`config.mk`:
```
export PLATFORM = sky130hd
export DESIGN_NAME = rgb_pixel_blend_unit_flat
export DESIGN_NICKNAME = d
export VERILOG_FILES = /design/src/design/rpb_pkg.sv /design/src/design/rpb_in_if.sv /design/src/design/rpb_out_if.sv /design/src/design/rpb_pipe.sv /design/src/design/rpb_chan.sv /design/src/design/rgb_pixel_blend_unit.sv /design/src/flat_wrapper.sv
export SDC_FILE = /design/constraint.sdc
export NUM_CORES = 1
export LEC_CHECK = 0
export ABC_AREA = 1
export BUFFER_PORTS_ARGS = -buffer_cell sky130_fd_sc_hd__buf_2
export CAP_MARGIN = 20
export CORE_UTILIZATION = 60
export CTS_BUF_LIST = sky130_fd_sc_hd__clkbuf_8
export CTS_CLUSTER_DIAMETER = 150
export CTS_CLUSTER_SIZE = 16
export DETAILED_ROUTE_END_ITERATION = 7
export HOLD_SLACK_MARGIN = 0.03
export PLACE_DENSITY = 0.88
export SYNTH_ARGS = -nofsm -noshare
export SYNTH_HDL_FRONTEND = slang
export SYNTH_SLANG_ARGS = --single-unit
```
`constraint.sdc`:
```
create_clock -name clk -period 6.5 [get_ports clk]
set_input_delay 0 -clock clk [delete_from_list [all_inputs] [get_ports clk]]
set_output_delay 0 -clock clk [all_outputs]
set_load 0.1 [all_outputs]
```
`src/design/rpb_pkg.sv`:
```
// Shared types and constants for the RGB pixel blend unit.
// No dependencies; compile first.
`default_nettype none

package rpb_pkg;

  typedef logic [7:0] pix_t;

  typedef enum logic [2:0] {
    MODE_MULTIPLY = 3'd0,
    MODE_SUBTRACT = 3'd1,
    MODE_REV_SUB  = 3'd2,
    MODE_SCREEN   = 3'd3,
    MODE_OVERLAY  = 3'd4
  } mode_t;

  typedef enum logic [1:0] {
    KIND_PROD = 2'd0,
    KIND_DIFF = 2'd1,
    KIND_ZERO = 2'd2
  } kind_t;

  localparam int NUM_STAGES = 4;

  localparam int PROD_W  = 16;
  localparam int SUM_W   = 18;
  localparam int RECIP_W = 19;
  localparam int SCALE_W = SUM_W + RECIP_W;
  localparam int RECIP_SHIFT = 26;

  // ceil(2^26 / 255); exact floor(t / 255) for every t below 2^18
  localparam logic [RECIP_W-1:0] RECIP_255  = 19'd263173;
  localparam logic [SUM_W-1:0]   ROUND_BIAS = 18'd127;

  typedef struct packed {
    logic [NUM_STAGES-1:0] load;
  } pipe_ctl_t;

endpackage

`default_nettype wire

```
`src/design/rpb_in_if.sv`:
```
// Input channel interface: one top/other RGB pixel pair per transaction.
// Depends on rpb_pkg.
`default_nettype none

interface rpb_in_if;
  import rpb_pkg::*;

  logic valid;
  logic ready;
  pix_t top_red;
  pix_t top_green;
  pix_t top_blue;
  pix_t other_red;
  pix_t other_green;
  pix_t other_blue;

  modport source (
    output valid, top_red, top_green, top_blue, other_red, other_green, other_blue,
    input  ready
  );
  modport sink (
    input  valid, top_red, top_green, top_blue, other_red, other_green, other_blue,
    output ready
  );
endinterface

`default_nettype wire

```
`src/design/rpb_out_if.sv`:
```
// Result channel interface: one blended RGB pixel per transaction.
// Depends on rpb_pkg.
`default_nettype none

interface rpb_out_if;
  import rpb_pkg::*;

  logic valid;
  logic ready;
  pix_t out_red;
  pix_t out_green;
  pix_t out_blue;

  modport source (
    output valid, out_red, out_green, out_blue,
    input  ready
  );
  modport sink (
    input  valid, out_red, out_green, out_blue,
    output ready
  );
endinterface

`default_nettype wire

```
`src/design/rpb_pipe.sv`:
```
// Pipeline control: per-stage valid bits and load enables with bubble collapse.
// Depends on rpb_pkg.
`default_nettype none

module rpb_pipe (
  input  wire logic              clk,
  input  wire logic              rst_n,
  input  wire logic              in_valid,
  output logic                   in_ready,
  output logic                   out_valid,
  input  wire logic              out_ready,
  output rpb_pkg::pipe_ctl_t     ctl
);
  import rpb_pkg::*;

  logic [NUM_STAGES-1:0] vld_r;
  logic [NUM_STAGES-1:0] vld_nxt;
  logic [NUM_STAGES-1:0] rdy;

  always_comb begin
    rdy[NUM_STAGES-1] = !vld_r[NUM_STAGES-1] || out_ready;
    for (int k = NUM_STAGES - 2; k >= 0; k--) begin
      rdy[k] = !vld_r[k] || rdy[k+1];
    end
  end

  always_comb begin
    vld_nxt[0] = rdy[0] ? in_valid : vld_r[0];
    for (int k = 1; k < NUM_STAGES; k++) begin
      vld_nxt[k] = rdy[k] ? vld_r[k-1] : vld_r[k];
    end
  end

  always_ff @(posedge clk) begin
    if (!rst_n) begin
      vld_r <= '0;
    end else begin
      vld_r <= vld_nxt;
    end
  end

  assign ctl.load  = rdy;
  assign in_ready  = rdy[0];
  assign out_valid = vld_r[NUM_STAGES-1];

  logic in_acc;
  logic out_acc;
  assign in_acc  = in_valid && in_ready;
  assign out_acc = out_valid && out_ready;

  a_entry: assert property (@(posedge clk) disable iff (!rst_n)
    in_acc |=> vld_r[0])
    else $error("accepted transaction did not enter first stage");

  a_hold: assert property (@(posedge clk) disable iff (!rst_n)
    out_valid && !out_ready |=> out_valid)
    else $error("stalled result dropped");

  a_full: assert property (@(posedge clk) disable iff (!rst_n)
    !in_ready |-> (&vld_r))
    else $error("input stalled with an empty stage");

  a_count: assert property (@(posedge clk) disable iff (!rst_n)
    $past(rst_n) |-> ($countones(vld_r) ==
      $past($countones(vld_r)) + $past(in_acc) - $past(out_acc)))
    else $error("transaction count not conserved");

endmodule

`default_nettype wire

```
`src/design/rpb_chan.sv`:
```
// One color channel datapath: operand select, multiply, reciprocal scale, finish.
// Depends on rpb_pkg; load enables come from rpb_pipe.
`default_nettype none

module rpb_chan (
  input  wire logic               clk,
  input  wire rpb_pkg::mode_t     mode,
  input  wire rpb_pkg::pix_t      a,
  input  wire rpb_pkg::pix_t      b,
  input  wire rpb_pkg::pipe_ctl_t ctl,
  output rpb_pkg::pix_t           res
);
  import rpb_pkg::*;

  // stage 1: operands
  pix_t  x_nxt, y_nxt;
  kind_t kind_nxt;
  logic  inv_nxt, dbl_nxt;
  pix_t  s1_x_r, s1_y_r;
  kind_t s1_kind_r;
  logic  s1_inv_r, s1_dbl_r;

  always_comb begin
    x_nxt    = a;
    y_nxt    = b;
    kind_nxt = KIND_PROD;
    inv_nxt  = 1'b0;
    dbl_nxt  = 1'b0;
    unique case (mode)
      MODE_MULTIPLY: begin
      end
      MODE_SUBTRACT: begin
        kind_nxt = KIND_DIFF;
        x_nxt    = (a > b) ? (a - b) : 8'd0;
      end
      MODE_REV_SUB: begin
        kind_nxt = KIND_DIFF;
        x_nxt    = (b > a) ? (b - a) : 8'd0;
      end
      MODE_SCREEN: begin
        x_nxt   = ~a;
        y_nxt   = ~b;
        inv_nxt = 1'b1;
      end
      MODE_OVERLAY: begin
        dbl_nxt = 1'b1;
        if (a[7]) begin
          x_nxt   = ~a;
          y_nxt   = ~b;
          inv_nxt = 1'b1;
        end
      end
      default: begin
        kind_nxt = KIND_ZERO;
      end
    endcase
  end

  always_ff @(posedge clk) begin
    if (ctl.load[0]) begin
      s1_x_r    <= x_nxt;
      s1_y_r    <= y_nxt;
      s1_kind_r <= kind_nxt;
      s1_inv_r  <= inv_nxt;
      s1_dbl_r  <= dbl_nxt;
    end
  end

  // stage 2: product
  logic [PROD_W-1:0] s2_prod_r;
  pix_t  s2_x_r;
  kind_t s2_kind_r;
  logic  s2_inv_r, s2_dbl_r;

  always_ff @(posedge clk) begin
    if (ctl.load[1]) begin
      s2_prod_r <= s1_x_r * s1_y_r;
      s2_x_r    <= s1_x_r;
      s2_kind_r <= s1_kind_r;
      s2_inv_r  <= s1_inv_r;
      s2_dbl_r  <= s1_dbl_r;
    end
  end

  // stage 3: (p + 127) / 255, or (2p + 127) / 255 for overlay, by reciprocal multiply
  logic [SUM_W-1:0]   sum;
  logic [SCALE_W-1:0] s3_scaled_r;
  pix_t  s3_x_r;
  kind_t s3_kind_r;
  logic  s3_inv_r;

  assign sum = (s2_dbl_r ? {1'b0, s2_prod_r, 1'b0} : {2'b00, s2_prod_r}) + ROUND_BIAS;

  always_ff @(posedge clk) begin
    if (ctl.load[2]) begin
      s3_scaled_r <= SCALE_W'(sum) * SCALE_W'(RECIP_255);
      s3_x_r      <= s2_x_r;
      s3_kind_r   <= s2_kind_r;
      s3_inv_r    <= s2_inv_r;
    end
  end

  // stage 4: finish into output register
  pix_t quot;
  pix_t res_nxt;
  pix_t res_r;

  assign quot = s3_scaled_r[RECIP_SHIFT +: 8];

  always_comb begin
    unique case (s3_kind_r)
      KIND_PROD: res_nxt = s3_inv_r ? ~quot : quot;
      KIND_DIFF: res_nxt = s3_x_r;
      default:   res_nxt = 8'd0;
    endcase
  end

  always_ff @(posedge clk) begin
    if (ctl.load[3]) begin
      res_r <= res_nxt;
    end
  end

  assign res = res_r;

endmodule

`default_nettype wire

```
`src/design/rgb_pixel_blend_unit.sv`:
```
// Top level of the RGB pixel blend unit: mode register, pipeline control, three channels.
// Depends on rpb_pkg, rpb_in_if, rpb_out_if, rpb_pipe and rpb_chan.
//
// Blends a top pixel with an other-layer pixel per channel in the mode held by the
// blend_mode register (multiply, subtract, reverse subtract, screen, overlay; codes
// 5 to 7 give black). One pixel pair is taken every cycle unless the pipeline is full and
// the output stalls; each passes the operand, multiply, divide-by-255 reciprocal and output register stages.
// Empty stages fill while the output stalls, so input keeps flowing until all four
// stages hold a pixel. Write blend_mode only while the pipeline is empty.
`default_nettype none

module rgb_pixel_blend_unit (
  input  wire logic clk,
  input  wire logic rst_n,
  rpb_in_if.sink    in_pix,
  rpb_out_if.source out_pix,
  input  wire logic cfg_wr_en,
  input  wire logic [2:0] cfg_wr_data
);
  import rpb_pkg::*;

  mode_t     mode_r;
  pipe_ctl_t ctl;

  always_ff @(posedge clk) begin
    if (!rst_n) begin
      mode_r <= MODE_MULTIPLY;
    end else if (cfg_wr_en) begin
      mode_r <= mode_t'(cfg_wr_data);
    end
  end

  rpb_pipe u_pipe (
    .clk       (clk),
    .rst_n     (rst_n),
    .in_valid  (in_pix.valid),
    .in_ready  (in_pix.ready),
    .out_valid (out_pix.valid),
    .out_ready (out_pix.ready),
    .ctl       (ctl)
  );

  rpb_chan u_red (
    .clk  (clk),
    .mode (mode_r),
    .a    (in_pix.top_red),
    .b    (in_pix.other_red),
    .ctl  (ctl),
    .res  (out_pix.out_red)
  );

  rpb_chan u_green (
    .clk  (clk),
    .mode (mode_r),
    .a    (in_pix.top_green),
    .b    (in_pix.other_green),
    .ctl  (ctl),
    .res  (out_pix.out_green)
  );

  rpb_chan u_blue (
    .clk  (clk),
    .mode (mode_r),
    .a    (in_pix.top_blue),
    .b    (in_pix.other_blue),
    .ctl  (ctl),
    .res  (out_pix.out_blue)
  );

endmodule

`default_nettype wire
```
`src/flat_wrapper.sv`:
```
// flat-port wrapper written by rule: the top's interface ports become plain ports
module rgb_pixel_blend_unit_flat import rpb_pkg::*;
  (clk, rst_n, cfg_wr_en, cfg_wr_data, in_pix_valid, in_pix_top_red, in_pix_top_green, in_pix_top_blue, in_pix_other_red, in_pix_other_green, in_pix_other_blue, in_pix_ready, out_pix_valid, out_pix_out_red, out_pix_out_green, out_pix_out_blue, out_pix_ready);
  rpb_in_if in_pix_i ();
  rpb_out_if out_pix_i ();
  input  wire logic clk;
  input  wire logic rst_n;
  input  wire logic cfg_wr_en;
  input  wire logic [2:0] cfg_wr_data;
  input wire logic [$bits(in_pix_i.valid)-1:0] in_pix_valid;
  input wire logic [$bits(in_pix_i.top_red)-1:0] in_pix_top_red;
  input wire logic [$bits(in_pix_i.top_green)-1:0] in_pix_top_green;
  input wire logic [$bits(in_pix_i.top_blue)-1:0] in_pix_top_blue;
  input wire logic [$bits(in_pix_i.other_red)-1:0] in_pix_other_red;
  input wire logic [$bits(in_pix_i.other_green)-1:0] in_pix_other_green;
  input wire logic [$bits(in_pix_i.other_blue)-1:0] in_pix_other_blue;
  output wire logic [$bits(in_pix_i.ready)-1:0] in_pix_ready;
  output wire logic [$bits(out_pix_i.valid)-1:0] out_pix_valid;
  output wire logic [$bits(out_pix_i.out_red)-1:0] out_pix_out_red;
  output wire logic [$bits(out_pix_i.out_green)-1:0] out_pix_out_green;
  output wire logic [$bits(out_pix_i.out_blue)-1:0] out_pix_out_blue;
  input wire logic [$bits(out_pix_i.ready)-1:0] out_pix_ready;
  assign in_pix_i.valid = in_pix_valid;
  assign in_pix_i.top_red = in_pix_top_red;
  assign in_pix_i.top_green = in_pix_top_green;
  assign in_pix_i.top_blue = in_pix_top_blue;
  assign in_pix_i.other_red = in_pix_other_red;
  assign in_pix_i.other_green = in_pix_other_green;
  assign in_pix_i.other_blue = in_pix_other_blue;
  assign in_pix_ready = in_pix_i.ready;
  assign out_pix_valid = out_pix_i.valid;
  assign out_pix_out_red = out_pix_i.out_red;
  assign out_pix_out_green = out_pix_i.out_green;
  assign out_pix_out_blue = out_pix_i.out_blue;
  assign out_pix_i.ready = out_pix_ready;
  rgb_pixel_blend_unit u_core (.clk(clk), .rst_n(rst_n), .in_pix(in_pix_i), .out_pix(out_pix_i), .cfg_wr_en(cfg_wr_en), .cfg_wr_data(cfg_wr_data));
endmodule
```
==> impl_summary.md <==
Synth
The most common flop cell mapped by yosys is edfxtp_1. Summing the areas of all fa, ha and maj instances in the mapped netlist gives 33.5% of the synthesized area. The cell taking the most area after synthesis is edfxtp_1.

The area share of the largest cell type after synthesis is 24.5%. The largest family of logic cells by synthesized area is adder cells. Yosys mapped the design onto 60 distinct sky130hd cell types. The leading cell type by number of instances after synthesis is nand2_1. The post-synthesis instance total is 3052. The count of flip-flops with a built-in enable after synthesis is 209.

Summing the areas of all and, or, nand and nor instances in the mapped netlist gives 17.2% of the synthesized area. Sequential cells were found to cover 25.0% of the synthesized design area. Summing the areas of all compound-gate instances in the mapped netlist gives 8.84% of the synthesized area.

Ranked by total cell area, the synthesized netlist is headed by edfxtp_1 (24%), ha_1 (22%), fa_1 (12%). The flip-flop and latch count after synthesis is 216. The combined area of all synthesized cells is 25600 um^2. The fraction of synthesis flops using an asynchronous set or reset pin is 0%. The per-instance average area after synthesis is 8.40 um^2.

During synthesis, Yosys emitted a total of 0 warnings. The commonest cells after synthesis are nand2_1 (666), inv_1 (562), ha_1 (441), edfxtp_1 (209), nor2_1 (163). The synthesized net count is 3702.

The xor/xnor share of the synthesized area is 5.29%. The multiplexer fraction of the synthesized cell area is 0.195%.

Global routing
For this run, the total global-route usage over all layers was measured as 26.6%. The initial antenna violation count is 0. The first global-routing pass estimated 95.2 mm of wire. Entering global routing, the biggest net connects 56 pins. The overflow left after global routing is 0. The via count of the first global-routing pass was 20.4k.

Finish
In the final layout, the multi-input gates occupy 16700 um^2. Across the whole layout, storage elements account for 6420 um^2. The fraction of final layout cells sized beyond drive strength 1 is 5.67%. The filler cells instantiated in the layout total 3247.

The finished cells cover 27200 um^2. The number of antenna diodes in the final layout is 0. For this run, the share of the core covered by cells in the final layout is 64.8%. Compared with the post-synthesis result, the final layout area differs by 6.31%. The net count of the finished layout is 3786.

Timing
In the final timing run, aggregate negative setup slack is 0 ns. The highest clock frequency the design can meet is 180 MHz. Measured against its own limit, the worst slew margin works out to 28.4%. The minimum period implied by the final worst setup slack is 5.56 ns. At the pin with the least slew margin, the transition time is 1.07 ns. The final-report max-slew violation count is 0. Between clock sinks in the finished design, the worst skew comes to 0.0318 ns.

Setup repair after global routing left no endpoint under its margin. The setup-violating endpoint count in the final report is 0. After layout, the worst path uses 85.5% of the clock period.

Setup slack closes at 0.944 ns. The final count of hold timing violations was 0.

Worst setup path
The critical path in this run is classified as reg -> reg. STA puts the critical path data arrival time at 5.85 ns. The reg-to-reg startpoint is u_core.u_red.s2_dbl_r.

The most frequent cell on the critical path is ha_1. The largest individual stage delay along the critical path comes from the cell fa_1. The most critical setup path has its startpoint at u_core.u_red.s2_dbl_r. The element type at the critical path end is a register. The worst reg-to-reg setup slack is 0.94 ns. The worst setup path is launched from a register.

The maximum fanout count along the critical path is 47. For this run, the slowest stage of the critical path takes 0.57 ns. The data required time at the worst endpoint is 6.79 ns.

Floorplan
The area inside the core boundary is 42000 um^2. The die is 209 um tall. The horizontal die dimension is 209 um. The floorplan has 75 rows.

During I/O placement, the number of pins put on the boundary was 82. The initial cell density of the core is 61.0%. The die covers 43500 um^2.

CTS
The number of buffers created by CTS is 17. The number of H-tree levels is 1. The clock slew at the register clock pins of the worst setup and hold paths is 0.13 ns. After clock tree synthesis, the repair step resized 0 gates. The tree is rooted in a clkbuf_8. TritonCTS built the clock tree. The worst-skew pair later-pin latency is 0.55 ns. Post-CTS timing repair inserted 0 buffers for setup. The buffer levels on the longest clock path is 3. The tree built by TritonCTS fans out to 216 sinks.

Placement
The HPWL after detailed placement is 46.2 mm. The area of placed instances is 26400 um^2. The placer's final routability congestion estimate is 0.978. In this run the tool buffered the top-level ports with 81 buffer cells.

Prior to clock tree synthesis, the placed netlist has a worst setup slack of 0.967 ns.

Worst hold path
The hold path startpoint is out_pix_ready. The class of the worst hold path is in -> reg.

Drt
The routed via count divided by cell count is 5.55. After detailed routing, the number of remaining DRC violations is 0. Summed over all layers, the routed wires come to 57.4 mm. The detail-routed net length per standard cell is 15.6 um.

For this block, the initial DRC count from the detailed router was 1772. The via count is 20.4k. The first TritonRoute pass finished after 6 iterations. The count of nets left with antenna violations once routing finished came out at 0.

Outcome
The run finished with clean final reports.

Job
Across the run, the number of max-cap violations was 0.
[metal layers]
layer | up-vias | wire length, um | GRT usage, %
met5 | - | 0 | 0
met4 | 0 | 2050 | 10.9
met2 | 747 | 27700 | 46.3
met3 | 152 | 3020 | 2.01
met1 | 9470 | 24600 | 34.2
li1 | 10100 | - | -
[final cells by class]
class                           instances  area share (%)
Tap cell                              539            2.48
Clock inverter                          7           0.115
Sequential cell                       216            23.6
Timing Repair Buffer                  151            3.98
Multi-Input combinational cell       2181            61.2
Inverter                              569            7.84
Clock buffer                           17           0.859
[per-stage QoR]
| stage | hold WS (ns) | cells |
|---|---|---|
| final | 0.193 | 3680 |
| after global routing | 0.179 | 3680 |
| after CTS | 0.156 | 3680 |
| after detailed placement | 0.230 | 3595 |
| after global placement | 0.226 | 3595 |
| after floorplan | 0.118 | 3052 |
[worst max-delay path, delay by kind of cell (launching register included)]
family	cells	cell delay [ns]
AO/OA/AOI/OAI	4	0.61
XOR/XNOR	1	0.11
adder cells (fa/ha/maj)	7	2.27
buffers and inverters	4	0.69
flip-flops	1	0.42
AND/OR/NAND/NOR	10	1.16
[sequential cells by signal, summed over array words and instances (netlist names), 8 cells and up]
name                        count
u_core.u_red.s2_x_r             8
u_core.u_red.s2_prod_r         16
u_core.u_green.s2_x_r           8
u_core.u_red.res                8
u_core.u_green.s3_x_r           8
u_core.u_red.s1_x_r             8
u_core.u_blue.res               8
u_core.u_blue.s3_x_r            8
u_core.u_green.s2_prod_r       16
u_core.u_blue.s3_scaled_r       8
u_core.u_blue.s2_prod_r        16
u_core.u_red.s3_x_r             8
u_core.u_blue.s1_y_r            8
u_core.u_red.s3_scaled_r        8
u_core.u_blue.s2_x_r            8
u_core.u_blue.s1_x_r            8
u_core.u_red.s1_y_r             8
u_core.u_green.s1_x_r           8
u_core.u_green.s1_y_r           8
u_core.u_green.res              8
u_core.u_green.s3_scaled_r      8
[layout by cell type (no fill, tap or decap), drive strengths merged, types with 26 or more instances in the layout]
cell,instances
xnor2,52
a21oi,129
dlygate4sd3,61
nand2,679
ha,441
inv,575
a21o,29
nor3,32
nand4,26
fa,153
edfxtp,209
nor2,176
buf,90
nand3,100
xor2,102
o21ai,125
[worst paths after layout]
| check | endpoint | cells after the start |
|---|---|---|
| max | u_core.u_green.s3_scaled_r[26] | 26 |
| min | u_core.u_blue.res[1] | 4 |
| max reg2reg | u_core.u_green.s3_scaled_r[26] | 26 |
| min reg2reg | u_core.u_red.s3_inv_r | 0 |
[what timing repair did]
action                                  4_1_cts  5_1_grt
hold buffers                                 61        0
endpoints found under the setup margin        0        0
endpoints found under the hold margin        55        0
[logic make-up after synthesis]
family          count (synthesis)
compound gates                377
xor+xnor                      154
fa+ha+maj                     594
buf+inv                       655
flops                         216
mux                             5
simple gates                 1051
Power is left out: the tool's default activity adds up to more than one toggle a clock period on the data nets, which glitch-free logic cannot reach.
